`src/sync_length_crc_frame_receiver_assert.svh`:
```
// Assertion macros for the sync/length/CRC frame receiver.
// Needs nothing; included by the top level only.
`ifndef SYNC_LENGTH_CRC_FRAME_RECEIVER_ASSERT_SVH
`define SYNC_LENGTH_CRC_FRAME_RECEIVER_ASSERT_SVH

// same-cycle implication, disabled in reset
`define SLCRC_ASSERT_IMP(label, clk, rst_n, ante, cons, msg) \
  label: assert property (@(posedge clk) disable iff (!rst_n) (ante) |-> (cons)) \
    else $error(msg);

// next-cycle implication, disabled in reset
`define SLCRC_ASSERT_NEXT(label, clk, rst_n, ante, cons, msg) \
  label: assert property (@(posedge clk) disable iff (!rst_n) (ante) |=> (cons)) \
    else $error(msg);

`endif

```
`src/slcrc_pkg.sv`:
```
// Shared types and constants for the sync/length/CRC frame receiver.
// No dependencies.
package slcrc_pkg;

  localparam logic [7:0]  SyncFirst     = 8'hFE;
  localparam logic [7:0]  SyncSecond    = 8'hFF;
  localparam logic [15:0] CrcPoly       = 16'h1021;
  localparam logic [15:0] CrcInit       = 16'hFFFF;
  localparam logic [8:0]  FrameOverhead = 9'd7;

  localparam logic [8:0]  CountHunt     = 9'd0;
  localparam logic [8:0]  CountSync     = 9'd1;
  localparam logic [8:0]  CountCmdLow   = 9'd3;
  localparam logic [8:0]  CountCmdHigh  = 9'd4;
  localparam logic [8:0]  CountLength   = 9'd5;
  localparam logic [8:0]  CountCrcHigh  = 9'd6;

  typedef enum logic {
    KindPayload  = 1'b0,
    KindFrameEnd = 1'b1
  } kind_e;

  typedef struct packed {
    kind_e       kind;
    logic [7:0]  data_byte;
    logic [7:0]  byte_index;
    logic [15:0] command;
    logic [7:0]  payload_length;
    logic        crc_good;
  } result_t;

  typedef struct packed {
    logic       in_valid;
    logic       advance;
    logic       frame_end;
    logic [8:0] count;
    logic [7:0] length;
  } parser_status_t;

endpackage

```
`src/sync_length_crc_frame_receiver.sv`:
```
// Sync/length/CRC frame receiver, top level.
// Each input byte is registered in the parser's input register, parsed combinationally,
// and any result it yields is loaded into the output register, which presents the result transaction.
// Throughput: one byte per cycle while the output is not stalled; the input register drains
// in the same cycle as the result register frees, and the CRC step is one byte per cycle.
// Reset (rst_ni, async, active low): hunting for sync, CRC at 0xFFFF, both empty.
`include "sync_length_crc_frame_receiver_assert.svh"
module sync_length_crc_frame_receiver import slcrc_pkg::*; (
  input  logic        clk_i,
  input  logic        rst_ni,
  input  logic        in_valid_i,
  output logic        in_stall_o,
  input  logic [7:0]  in_byte_i,
  output logic        out_valid_o,
  input  logic        out_stall_i,
  output logic        kind_o,
  output logic [7:0]  data_byte_o,
  output logic [7:0]  byte_index_o,
  output logic [15:0] command_o,
  output logic [7:0]  payload_length_o,
  output logic        crc_good_o
);

  logic           in_ready;
  logic           out_ready;
  logic           res_valid;
  result_t        res;
  result_t        res_out;
  parser_status_t status;

  slcrc_parser u_parser (
    .clk_i       (clk_i),
    .rst_ni      (rst_ni),
    .in_valid_i  (in_valid_i),
    .in_ready_o  (in_ready),
    .in_byte_i   (in_byte_i),
    .out_ready_i (out_ready),
    .res_valid_o (res_valid),
    .res_o       (res),
    .status_o    (status)
  );

  slcrc_out_reg u_out_reg (
    .clk_i   (clk_i),
    .rst_ni  (rst_ni),
    .load_i  (status.advance && res_valid),
    .res_i   (res),
    .ready_o (out_ready),
    .valid_o (out_valid_o),
    .stall_i (out_stall_i),
    .res_o   (res_out)
  );

  assign in_stall_o       = !in_ready;
  assign kind_o           = res_out.kind;
  assign data_byte_o      = res_out.data_byte;
  assign byte_index_o     = res_out.byte_index;
  assign command_o        = res_out.command;
  assign payload_length_o = res_out.payload_length;
  assign crc_good_o       = res_out.crc_good;

  `SLCRC_ASSERT_IMP(a_stall_needs_byte, clk_i, rst_ni, in_stall_o, status.in_valid, "stall without held byte")
  `SLCRC_ASSERT_IMP(a_count_in_frame, clk_i, rst_ni, status.count > CountLength, status.count < {1'b0, status.length} + FrameOverhead, "byte count past frame end")
  `SLCRC_ASSERT_IMP(a_payload_fields, clk_i, rst_ni, out_valid_o && kind_o == KindPayload, !crc_good_o && byte_index_o < payload_length_o, "bad payload result")
  `SLCRC_ASSERT_NEXT(a_end_rehunts, clk_i, rst_ni, status.advance && status.frame_end, status.count == CountHunt, "no hunt after frame end")

endmodule

```
`src/slcrc_crc.sv`:
```
// One-byte CRC-16/CCITT-FALSE update, MSB first.
// Depends on slcrc_pkg.
module slcrc_crc import slcrc_pkg::*; (
  input  logic [15:0] crc_i,
  input  logic [7:0]  byte_i,
  output logic [15:0] crc_o
);

  always_comb begin
    logic [15:0] c;
    c = crc_i ^ {byte_i, 8'h00};
    for (int i = 0; i < 8; i++) begin
      if (c[15]) begin
        c = {c[14:0], 1'b0} ^ CrcPoly;
      end else begin
        c = {c[14:0], 1'b0};
      end
    end
    crc_o = c;
  end

endmodule

```
`src/slcrc_parser.sv`:
```
// Input register and frame state: sync hunt, header, payload, CRC check.
// Depends on slcrc_pkg and slcrc_crc.
module slcrc_parser import slcrc_pkg::*; (
  input  logic           clk_i,
  input  logic           rst_ni,
  input  logic           in_valid_i,
  output logic           in_ready_o,
  input  logic [7:0]     in_byte_i,
  input  logic           out_ready_i,
  output logic           res_valid_o,
  output result_t        res_o,
  output parser_status_t status_o
);

  logic        in_valid_q;
  logic [7:0]  byte_q;
  logic [8:0]  count_q, count_d;
  logic [15:0] cmd_q, cmd_d;
  logic [7:0]  len_q, len_d;
  logic [15:0] crc_q, crc_d;
  logic [7:0]  hi_q, hi_d;
  logic [15:0] crc_next;
  logic [8:0]  n;
  logic [8:0]  n_index;
  logic        advance;
  logic        frame_end;

  slcrc_crc u_crc (
    .crc_i  (crc_q),
    .byte_i (byte_q),
    .crc_o  (crc_next)
  );

  assign n       = count_q + 9'd1;
  assign n_index = n - CountCrcHigh;

  always_comb begin
    count_d   = count_q;
    cmd_d     = cmd_q;
    len_d     = len_q;
    crc_d     = crc_q;
    hi_d      = hi_q;
    frame_end = 1'b0;
    res_valid_o          = 1'b0;
    res_o.kind           = KindPayload;
    res_o.data_byte      = 8'h00;
    res_o.byte_index     = 8'h00;
    res_o.command        = cmd_q;
    res_o.payload_length = len_q;
    res_o.crc_good       = 1'b0;
    if (in_valid_q) begin
      priority if (count_q == CountHunt) begin
        if (byte_q == SyncFirst) count_d = CountSync;
      end else if (count_q == CountSync) begin
        priority if (byte_q == SyncSecond) count_d = CountSync + 9'd1;
        else if (byte_q == SyncFirst)      count_d = CountSync;
        else                               count_d = CountHunt;
      end else begin
        count_d = n;
        priority if (n == CountCmdLow) begin
          cmd_d = {8'h00, byte_q};
        end else if (n == CountCmdHigh) begin
          cmd_d = {byte_q, cmd_q[7:0]};
        end else if (n == CountLength) begin
          len_d = byte_q;
          crc_d = CrcInit;
        end else if (n <= {1'b0, len_q} + CountLength) begin
          crc_d            = crc_next;
          res_valid_o      = 1'b1;
          res_o.data_byte  = byte_q;
          res_o.byte_index = n_index[7:0];
        end else if (n == {1'b0, len_q} + CountCrcHigh) begin
          hi_d = byte_q;
        end else begin
          frame_end      = 1'b1;
          res_valid_o    = 1'b1;
          res_o.kind     = KindFrameEnd;
          res_o.crc_good = ({hi_q, byte_q} == crc_q);
          count_d        = CountHunt;
        end
      end
    end
  end

  assign advance    = in_valid_q && (!res_valid_o || out_ready_i);
  assign in_ready_o = !in_valid_q || advance;

  always_ff @(posedge clk_i or negedge rst_ni) begin
    if (!rst_ni) begin
      in_valid_q <= 1'b0;
      count_q    <= CountHunt;
      cmd_q      <= 16'h0000;
      len_q      <= 8'h00;
      crc_q      <= CrcInit;
      hi_q       <= 8'h00;
    end else begin
      if (in_ready_o) in_valid_q <= in_valid_i;
      if (advance) begin
        count_q <= count_d;
        cmd_q   <= cmd_d;
        len_q   <= len_d;
        crc_q   <= crc_d;
        hi_q    <= hi_d;
      end
    end
  end

  always_ff @(posedge clk_i) begin
    if (in_valid_i && in_ready_o) byte_q <= in_byte_i;
  end

  assign status_o.in_valid  = in_valid_q;
  assign status_o.advance   = advance;
  assign status_o.frame_end = frame_end;
  assign status_o.count     = count_q;
  assign status_o.length    = len_q;

endmodule

```
`src/slcrc_out_reg.sv`:
```
// Result register: holds one result transaction until the sink takes it.
// Depends on slcrc_pkg.
module slcrc_out_reg import slcrc_pkg::*; (
  input  logic    clk_i,
  input  logic    rst_ni,
  input  logic    load_i,
  input  result_t res_i,
  output logic    ready_o,
  output logic    valid_o,
  input  logic    stall_i,
  output result_t res_o
);

  logic    valid_q;
  result_t res_q;

  assign ready_o = !valid_q || !stall_i;

  always_ff @(posedge clk_i or negedge rst_ni) begin
    if (!rst_ni) begin
      valid_q <= 1'b0;
    end else if (ready_o) begin
      valid_q <= load_i;
    end
  end

  always_ff @(posedge clk_i) begin
    if (ready_o && load_i) res_q <= res_i;
  end

  assign valid_o = valid_q;
  assign res_o   = res_q;

endmodule

```
`config.mk`:
```
export PLATFORM = sky130hd
export DESIGN_NAME = sync_length_crc_frame_receiver
export DESIGN_NICKNAME = d
export VERILOG_FILES = /design/src/slcrc_pkg.sv /design/src/sync_length_crc_frame_receiver.sv /design/src/slcrc_crc.sv /design/src/slcrc_parser.sv /design/src/slcrc_out_reg.sv
export VERILOG_INCLUDE_DIRS = /design/src /design/src/src
export SDC_FILE = /design/constraint.sdc
export NUM_CORES = 1
export LEC_CHECK = 0
export ABC_AREA = 1
export BUFFER_PORTS_ARGS = -buffer_cell sky130_fd_sc_hd__buf_2
export CAP_MARGIN = 10
export CORE_MARGIN = 2
export CORE_UTILIZATION = 60
export DETAILED_ROUTE_END_ITERATION = 12
export PLACE_DENSITY_LB_ADDON = 0.15
export SETUP_SLACK_MARGIN = 0.2
export SLEW_MARGIN = 40
export SYNTH_ARGS = -nofsm -noshare
export SYNTH_HDL_FRONTEND = slang
export SYNTH_SLANG_ARGS = --single-unit
```
`constraint.sdc`:
```
create_clock -name clk_i -period 6.9 [get_ports clk_i]
set_input_delay 1.38 -clock clk_i [delete_from_list [all_inputs] [get_ports clk_i]]
set_output_delay 1.38 -clock clk_i [all_outputs]
set_load 0.005 [all_outputs]
```
## Word level (Yosys, flattened, before mapping)

Index checks and enable logic that the tools add are counted.

- $add $sub $neg: 4
- $lt $le $gt $ge: 1
- Eq/ne operators: 9
- Mux-type cells: 30
- Bitwise logic cells: 16
- Reductions and logical operators: 24

Operator list:

| operator | number |
|---|---|
| 2-to-1 mux 13 bit | 8 |
| 2-to-1 mux 9 bit | 9 |
| 2-to-1 mux 16 bit | 4 |
| inverter 3 bit | 8 |
| adder 8 x 3 -> 9 bit (second input constant) | 2 |
| equality test 9 x 3 -> 1 bit (second input constant) | 2 |
| equality test 16 bit | 1 |
| equality test 8 bit (second input constant) | 2 |
| XOR 16 bit | 1 |
| AND reduction 7 bit | 2 |
| OR reduction 7 bit | 2 |
| AND reduction 5 bit | 2 |
| adder 9 x 1 -> 9 bit (second input constant) | 1 |
| equality test 9 x 1 -> 1 bit (second input constant) | 1 |
| equality test 9 x 2 -> 1 bit (second input constant) | 1 |
| equality test 9 bit | 1 |
| <= comparator 9 bit | 1 |
| zero test 9 bit | 1 |
| 2-to-1 mux 1 bit | 9 |
| AND reduction 9 bit | 1 |
| OR reduction 8 bit | 1 |
| subtractor 8 x 3 -> 8 bit (second input constant) | 1 |
| inverter 1 bit | 7 |
| zero test 1 bit | 5 |
| other kinds (5) | 11 |

- Register bits after elaboration: 109
- Input port bits: 12
- Output and inout bits: 44
- Logic and storage cells: 99

## Depth between registers and ports, before layout

Gate-level depths: netlist (run 1).

- Depth in word-level cells: 19
- Gate-level depth with buffers: 22

## By module

A second synthesis (run 1) with hierarchy kept.

- Cell total of the unflattened synthesis: 723
- Area, all modules: 6159.7 sq um

By module, submodules not included:

| module | times used | cells each | area an instance (sq um) | seq. area each (sq um) |
|---|---|---|---|---|
| slcrc_parser | 1 | 558 | 4356.7 | 1711.6 |
| slcrc_out_reg | 1 | 47 | 1302.5 | 1286.2 |
| slcrc_crc | 1 | 115 | 489.2 | 0.0 |
| sync_length_crc_frame_receiver | 1 | 3 | 11.3 | 0.0 |

## Worst setup path after synthesis (run 1)

No wires, ideal clock.

- Kind: reg2reg
- From: register u_parser.count_q[1]
- To: register u_out_reg.res_q (netlist bit u_out_reg.res_o[0]) (enable)
- Setup time: 0.441 ns
- Arrival time: 3.990 ns
- Slack: 2.468 ns
- Stages on the path, launching flop included: 16
- Path through: dfrtp_1 ha_1 nand2_1 nor2_1 nand3_1 nand2_1 inv_1 ha_1 nand2_1 nor2_1 nand2_1 o21ai_0 inv_1 nand3_1 nand2_1 nor2_1

- Cells in the longest elaborated chain, start to end: 15
- Elaborated cells between the ends (all ways): 21
- Those cells by class: 1 x add/sub; 1 x order compare; 5 x eq/ne; 8 x mux; 6 x reduce/logical

RTL lines:

| item | RTL line | text |
|---|---|---|
| start: declaration | slcrc_parser.sv:17 | `logic [8:0] count_q, count_d;` |
| start signal: assignment | slcrc_parser.sv:91 | `count_q <= CountHunt;` |
| start signal: assignment | slcrc_parser.sv:99 | `count_q <= count_d;` |
| branches (longest 8 deep; another with adder 9 x 1 -> 9 bit) | n/a |  |
| 2-to-1 mux 1 bit * | slcrc_parser.sv:52 | `priority if (count_q == CountHunt) begin` |
| 2-to-1 mux 1 bit * | slcrc_parser.sv:51 | `if (in_valid_q) begin` |
| zero test 1 bit | slcrc_parser.sv:85 | `assign advance = in_valid_q && (!res_valid_o \|\| out_ready_i);` |
| logical OR 1 bit | slcrc_parser.sv:85 |  |
| logical AND 1 bit | slcrc_parser.sv:85 |  |
| logical AND 1 bit * | sync_length_crc_frame_receiver.sv:46 | `.load_i (status.advance && res_valid),` |
| logical AND 1 bit * | slcrc_out_reg.sv:28 | `if (ready_o && load_i) res_q <= res_i;` |
| end signal: assignment | slcrc_out_reg.sv:28 |  |
| end: declaration | slcrc_out_reg.sv:15 | `result_t res_q;` |

Mark *: on every way between the ends.
A chain may end at the register's enable or synchronous reset.

## Worst setup path after layout (run 1)

- From: register u_parser.count_q[0]
- To: output port in_stall_o

- Cells in the longest elaborated chain, start to end: 15
- Elaborated cells between the ends (all ways): 21
- Those cells by class: 1 x add/sub; 1 x order compare; 5 x eq/ne; 8 x mux; 6 x reduce/logical

RTL lines:

| item | RTL line | text |
|---|---|---|
| branches (longest 8 deep; another with adder 9 x 1 -> 9 bit) | n/a |  |
| 2-to-1 mux 1 bit * | slcrc_parser.sv:52 |  |
| 2-to-1 mux 1 bit * | slcrc_parser.sv:51 |  |
| zero test 1 bit * | slcrc_parser.sv:85 |  |
| logical OR 1 bit * | slcrc_parser.sv:85 |  |
| logical AND 1 bit * | slcrc_parser.sv:85 |  |
| logical OR 1 bit * | slcrc_parser.sv:86 | `assign in_ready_o = !in_valid_q \|\| advance;` |
| zero test 1 bit * | sync_length_crc_frame_receiver.sv:54 | `assign in_stall_o = !in_ready;` |
| end: declaration | sync_length_crc_frame_receiver.sv:12 | `output logic in_stall_o,` |

Marked as above.

==> results.md, run 1 <==
- Final period utilization: 73.1%
- Minimum clock period: 5.04 ns
- Synthesized area per cell: 9.20 µm²
- First-pass GRT wire length: 19.8 mm
- Worst Hold Class: register to register
- Synthesis warning total: 0
- H-Tree Depth: 3
- Core ar.: 9640 µm²
- Vias in the first global route: 4,023
- DR vias: 4,378
- Filler instances: 799
- Critical Path RT: 5.52 ns
- Clock share of power: 14.5%
- Maximum clock path buffer count: 2
- Global Route met3 Usage: 3.39%
- WP data arrival: 3.66 ns
- DIE AREA: 10,600 µm²
- Placement Rows: 36
- Startpoint Class: register
- CTS root buf: clkbuf_8
- Yosys top cell by area: edfxtp_1
- Switching share of total power: 42.8%
- Post-CTS Hold Fix Bufs: 0
- Peak VDD IR: 0.232 mV
- Register Area: 3000 µm²
- WS Path Type: register to primary output
- Fin nets: 722
- Combinational Power Share: 44.3%
- Multi-input gate area: 2460 µm²
- GR Util met1: 35.7%
- CTS buffer count: 9
- Switch Pwr: 1170 µW
- Top cells by area, synth: edfxtp_1 (25%), dfrtp_1 (18%), nand2_1 (10%), dfstp_2 (7.1%), o21ai_2 (5.0%)
- Seq pwr share: 41.2%
- Worst Tran Pin Value: 0.746 ns
- Leak: 0.00310 µW
- DRC Markers: 0
- Die Wd: 103 µm
- Setup Skew: 0.0152 ns
- CTS tree: yes
- Number of distinct library cells after synthesis: 36
- Cell Int Power: 1570 µW
- Max-slew violations: 0
- Synth Instances: 641
- CP max FO: 13
- Starting Density: 61.2%
- Drt initial violations: 271
- Vias/cell: 5.27
- Hold_ws: 0.462 ns
- Synthesized area: 5900 µm²
- Gpl congestion: 0.974
- Port Buf Inserts: 55
- I/O pin count: 56
- Die Y: 103 µm
- Share of cells above drive strength 1: 20.8%
- Power per cell area: 422 nW/µm²
- Post-DRT Antenna Nets: 0
- GR Layer Usage met2: 37.7%
- Initial antenna violation count: 0
- Post-CTS Setup Bufs: 0
- CTS Sinks: 109
- GRT Residual Overflow: 0
- Hpwl dp: 9.23 mm
- Max Cap Violations: 0
- Slew headroom: 49.8%
- FMAX: 0.198 GHz
- WL final: 12.2 mm
- Outcome: complete, no violations
- RSZ-0062 raised after global routing: false
- Yosys top cell area share: 25.5%
- Syn_nets: 671
- Post-CTS sizing: 0
- Worst skew pair latency: 0.39 ns
- Drt first pass iters: 4
- ANT cells: 0
- GRT Total Usage: 24.5%
- Area Overhead vs Synth: 9.76%
- Final hold vios: 0
- Routed length per instance: 14.7 µm
- Busiest grt layer: met2
- Seq/Total Area, Yosys: 50.8%
- CP endpoint kind: primary output
- Largest net degree at the start of global routing: 60
- Worst-path clk slew: 0.12 ns
- Yosys reg bits: 109
- TNS Setup: 0 ns
- Final setup fails: 0
==> sequential cells by signal (all words and copies together) (netlist names) <==
name and count:
u_parser.crc_q 16, u_parser.hi_q 8, u_parser.cmd_q 16, u_parser.len_q 8, u_out_reg.valid_o 1, u_parser.count_q 9, u_parser.in_valid_q 1, u_out_reg.res_o 42
u_parser.byte_q 8
==> per-layer routing <==
layer	vias up	share of wire [%]
met5	-	0
li1	2189	-
met3	19	3.5
met2	99	46
met4	0	1.9
met1	2071	49
==> critical path, stage by stage, from the launching register on <==
cell     delay [ns]
dfrtp_1        0.64
ha_1           0.27
nand2_1        0.09
nor2_1         0.19
nand3_1        0.09
nand2_1        0.14
inv_1          0.09
ha_1           0.31
nand2_1        0.07
nor2_1         0.13
nand2_1        0.08
or2_2          0.27
nand3_1        0.08
o21ai_0        0.14
inv_1          0.12
nand3_1        0.13
nand3_4        0.22
inv_1          0.06
buf_2          0.13
==> cells in the final DEF, fill, tap and decap left out, types with 18 or more instances in the layout <==
| cell | count |
|---|---|
| dfrtp_1 | 43 |
| ha_1 | 18 |
| edfxtp_1 | 50 |
| o21ai_2 | 34 |
| nor2_1 | 56 |
| buf_2 | 55 |
| nand3_1 | 35 |
| nand2_1 | 161 |
| xor2_1 | 22 |
| inv_1 | 79 |
==> through the flow <==
step                total power (µW)  std cells  worst slack [ns]  util [%]  cell area [µm²]
floorplan                       2040        641              2.47         -             5900
global placement                2290        811              2.46      64.3             6200
detailed placement              2340        813              2.32      64.8             6240
CTS                             2740        829              1.87      66.9             6450
global route                    2960        830              1.43      67.1             6470
finish                          2730        830              1.86      67.1             6470
==> cell families after synthesis <==
group                    Yosys count  share of synthesized area [%]
AO/OA/AOI/OAI                     91                           10.4
buffers and inverters             98                           7.60
adder cells (fa/ha/maj)           18                           3.82
XOR/XNOR                          35                           5.20
AND/OR/NAND/NOR                  290                           22.2
flip-flops                       109                           50.8
==> area by class of cell <==
type                            count  area share [%]
Clock inverter                      7            1.30
Timing Repair Buffer               59            5.34
Sequential cell                   109            46.3
Inverter                           79            4.58
Multi-Input combinational cell    434            38.0
Tap cell                          133            2.57
Clock buffer                        9            1.91
==> synth_stat cells <==
library cell    n
o21a_1          2
nor2_1         57
or2_1           1
nor4_1          4
dfrtp_1        43
nand4_1         4
o22ai_1         2
o21ai_1        14
o21ai_0        17
buf_6           8
nor3_1          8
nand3_1        35
nor2_2          2
clkbuf_1        6
a211oi_1        1
o21ai_2        34
buf_2           4
nand2_2         2
nor2_4          2
inv_1          79
bufbuf_8        1
a21oi_1        15
dfstp_2        16
nand2_1       161
edfxtp_1       50
xnor2_1        13
nor3b_1         1
a221oi_1        3
or2_2           4
nand2_4         1
ha_1           18
xor2_1         22
o21bai_1        2
nand3_2         2
o41ai_1         1
nand3_4         6
==> power groups by stage <==
stage	Sequential (µW)	Clock [µW]	Combinational [µW]
after floorplan	1100	0	939
after global placement	1130	0	1160
after detailed placement	1140	0	1200
after CTS	1130	399	1210
after global routing	1160	423	1380
final	1130	395	1210
==> path summary, 6_finish.rpt <==
path / end / slack (ns) / start / cells past startpoint
hold reg to reg: u_out_reg.res_o[15]$_DFFE_PP_ / 0.46 / u_parser.cmd_q[6]$_DFFE_PN0P_ / 0
min in group asynchronous: u_parser.cmd_q[12]$_DFFE_PN0P_ / 0.93 / rst_ni / 2
hold / removal: u_out_reg.res_o[15]$_DFFE_PP_ / 0.46 / u_parser.cmd_q[6]$_DFFE_PN0P_ / 0
max in group asynchronous: u_parser.crc_q[0]$_DFFE_PN1P_ / 5.39 / rst_ni / 3
setup / recovery: in_stall_o / 1.86 / u_parser.count_q[0]$_DFFE_PN0P_ / 18
setup reg to reg: u_parser.crc_q[6]$_DFFE_PN1P_ / 3.10 / u_parser.count_q[0]$_DFFE_PN0P_ / 19
No activity file was read; power rests on OpenSTA's default activity.
==> inputs of run 2 (changes only) <==
--- a/config.mk
+++ b/config.mk
@@ -10,7 +10,7 @@
 export BUFFER_PORTS_ARGS = -buffer_cell sky130_fd_sc_hd__buf_2
 export CAP_MARGIN = 10
 export CORE_MARGIN = 2
-export CORE_UTILIZATION = 60
+export CORE_UTILIZATION = 54
 export DETAILED_ROUTE_END_ITERATION = 12
 export PLACE_DENSITY_LB_ADDON = 0.15
 export SETUP_SLACK_MARGIN = 0.2
==> constraint.sdc (replaced) <==
create_clock -name clk_i -period 4.2 [get_ports clk_i]
set_input_delay 0.84 -clock clk_i [delete_from_list [all_inputs] [get_ports clk_i]]
set_output_delay 0.84 -clock clk_i [all_outputs]
set_load 0.005 [all_outputs]
==> results.md, run 2 (synthesis gave the netlist of run 1 again) <==
- Worst Hold Class: register to register
- CTS tree: yes
- Drt initial violations: 314 (+16%)
- Cell family with most CP delay: simple AND/OR/NAND/NOR gates
- Final period utilization: 90.7%
- FMAX: 0.262 GHz
- Final setup fails: 0 (unchanged)
- Starting Density: 54.9% (-6.3 points)
- Max FFs per register: 42 (unchanged)
- I/O pin count: 56 (unchanged)
- Slew headroom: 53.9% (+4.1 points)
- RSZ-0062 raised after global routing: false
- Peak VDD IR: 0.378 mV (+63%)
- WS Path Type: register to primary output
- ANT cells: 0 (unchanged)
- Vias in the first global route: 4,000 (-0.57%)
- Worst Tran Pin Value: 0.686 ns (-0.0602 ns)
- Worst skew pair latency: 0.38 ns (about the same)
- Core ar.: 10,700 µm² (+11%)
- CTS root buf: clkbuf_8
- WP data arrival: 2.97 ns (-0.69 ns)
- GRT Total Usage: 22.1% (-2.4 points)
- Largest net degree at the start of global routing: 43 (-28%)
- Setup Skew: 0.0188 ns (+0.00357 ns)
- Filler instances: 966 (+21%)
- Worst-path clk slew: 0.11 ns (about the same)
- Final Power: 4490 µW (+64%)
- Combinational Power Share: 45.1% (+0.8 points)
- H-Tree Depth: 3 (unchanged)
- DR vias: 4,328 (-1.1%)
- Switching share of total power: 42.2% (-0.59 points)
- Minimum clock period: 3.81 ns
- CP max FO: 7 (-6)
- Max-slew violations: 0 (unchanged)
- CP Cell Sequence: ha_1 -> o21ai_1 -> nor2_1 -> xor2_1 -> ha_1 -> nand2_1 -> nor2_1 -> nand2_1 -> or2_2 -> nand3_1 -> o21ai_2 -> inv_1 -> nand3_2 -> nand3_4 -> inv_1 -> buf_2
- DRC Markers: 0 (unchanged)
- Crit path largest cell delay: 0.47 ns (-0.17 ns)
- Fin nets: 728 (+0.83%)
- CTS buffer count: 9 (unchanged)
- WL final: 12.1 mm (-0.75%)
- TNS Setup: 0 ns (unchanged)
- Startpoint Class: register
- DIE AREA: 11,800 µm² (+11%)
- Maximum clock path buffer count: 2 (unchanged)
- Gpl congestion: 0.915 (-6.0%)
- Clock share of power: 14.1% (-0.4 points)
- Vias/cell: 5.13 (-2.7%)
- Commonest non-fill, non-tap cell in the layout: nand2_1
- Most frequent cells in the layout: nand2_1 (158), inv_1 (77), nor2_1 (55), buf_2 (55), edfxtp_1 (50)
- Area Overhead vs Synth: 10.7%
- CP max-delay cell: dfrtp_2
- Initial antenna violation count: 0 (unchanged)
- Share of cells above drive strength 1: 23.3% (+2.5 points)
- Final hold vios: 0 (unchanged)
- Max Cap Violations: 0 (unchanged)
- Die Wd: 109 µm (+5.2%)
- Hpwl dp: 8.97 mm (-2.8%)
- Outcome: complete, no violations
- Port Buf Inserts: 55 (unchanged)
- Seq pwr share: 40.8% (-0.4 points)
- Critical Path RT: 3.36 ns (-2.16 ns)
- Routed length per instance: 14.4 µm (-2.3%)
- Cell Int Power: 2600 µW (+66%)
- Post-CTS Hold Fix Bufs: 0 (unchanged)
- First-pass GRT wire length: 19.9 mm (+0.53%)
- CP bufs+invs: 3 (-1)
- CTS Sinks: 109 (unchanged)
- Drt first pass iters: 5 (+1)
- CP endpoint kind: primary output
- Power per cell area: 688 nW/µm² (+63%)
- Post-DRT Antenna Nets: 0 (unchanged)
- Switch Pwr: 1890 µW (+62%)
- Die Y: 109 µm (+5.2%)
- Leak: 0.00312 µW (+0.82%)
- Placement Rows: 38 (+5.6%)
- GRT Residual Overflow: 0 (unchanged)
-- run 2: cell types whose count changed in the layout (fill, tap and decap cells not counted), sizes merged --
cell | before | now
buf | 59 | 65
clkinvlp | 2 | 0
inv | 80 | 82
-- run 2: layout make-up --
cell class | count | area (µm²) | area share (%)
clock buffers | 9 | 124 | 1.90
clock inverters | 7 | 77.6 | 1.19
inverters | 79 | 297 | 4.54
multi-input cells | 434 | 2490 | 38.1
flip-flops and latches | 109 | 3000 | 46.0
well taps | 140 | 175 | 2.68
repair buffers | 65 | 367 | 5.61
-- run 2: routing by layer --
metal | track usage (%) | routed length, µm | share of wire, % | up-vias
met4 | 6.68 | 108 | 0.89 | 0
met5 | 0 | 0 | 0 | -
met3 | 4.16 | 671 | 5.5 | 9
met1 | 31.7 | 5700 | 47 | 2017
li1 | - | - | - | 2197
met2 | 34.2 | 5640 | 47 | 105
-- run 2: stage by stage --
stage	util (%)	area, µm²	cells	setup WS (ns)	hold slack (ns)
CTS	60.2	6470	839	0.202	0.458
global placement	58.1	6250	821	0.457	0.432
detailed placement	58.1	6250	821	0.269	0.434
finish	60.8	6530	843	0.389	0.463
global route	60.8	6530	843	0.183	0.473
floorplan	-	5900	641	0.463	0.423
-- run 2: final timing paths --
path | to | slack, ns | from | cells after the start
max reg2reg | u_parser.crc_q[0]$_DFFE_PN1P_ | 0.84 | u_parser.len_q[1]$_DFFE_PN0P_ | 18
max in group asynchronous | u_parser.len_q[2]$_DFFE_PN0P_ | 2.83 | rst_ni | 2
max | in_stall_o | 0.39 | u_parser.len_q[1]$_DFFE_PN0P_ | 16
min in group asynchronous | u_parser.count_q[5]$_DFFE_PN0P_ | 0.47 | rst_ni | 1
min reg2reg | u_out_reg.res_o[14]$_DFFE_PP_ | 0.46 | u_parser.cmd_q[5]$_DFFE_PN0P_ | 0
min | u_out_reg.res_o[14]$_DFFE_PP_ | 0.46 | u_parser.cmd_q[5]$_DFFE_PN0P_ | 0
-- run 2: worst register-to-register path: stages (launching register included) --
cell and delay, ns:
dfrtp_2 0.47, ha_1 0.22, o21ai_1 0.20, nor2_1 0.09, xor2_1 0.15, ha_1 0.30
nand2_1 0.06, nor2_1 0.14, nand2_1 0.09, or2_2 0.28, nand3_1 0.10, o21ai_2 0.08
inv_1 0.09, nand3_2 0.10, nand3_4 0.09, buf_4 0.21, nand3_4 0.36, nand2_1 0.21
o21ai_2 0.06
-- run 2: power by group through the flow --
stage	combinational, µW	sequential, µW	clock [µW]
2_1_floorplan	1540	1810	0
3_3_place_gp	1950	1850	0
3_5_place_dp	1980	1860	0
4_1_cts	2000	1830	644
5_1_grt	2310	1880	691
6_report	2020	1830	632
-- run 2: timing repair --
action / in CTS / in global routing
gates resized for setup: 4 / 13
endpoints found under the setup margin: 1 / 1
pin swaps: 1 / 1
buffers inserted: 2 / 4
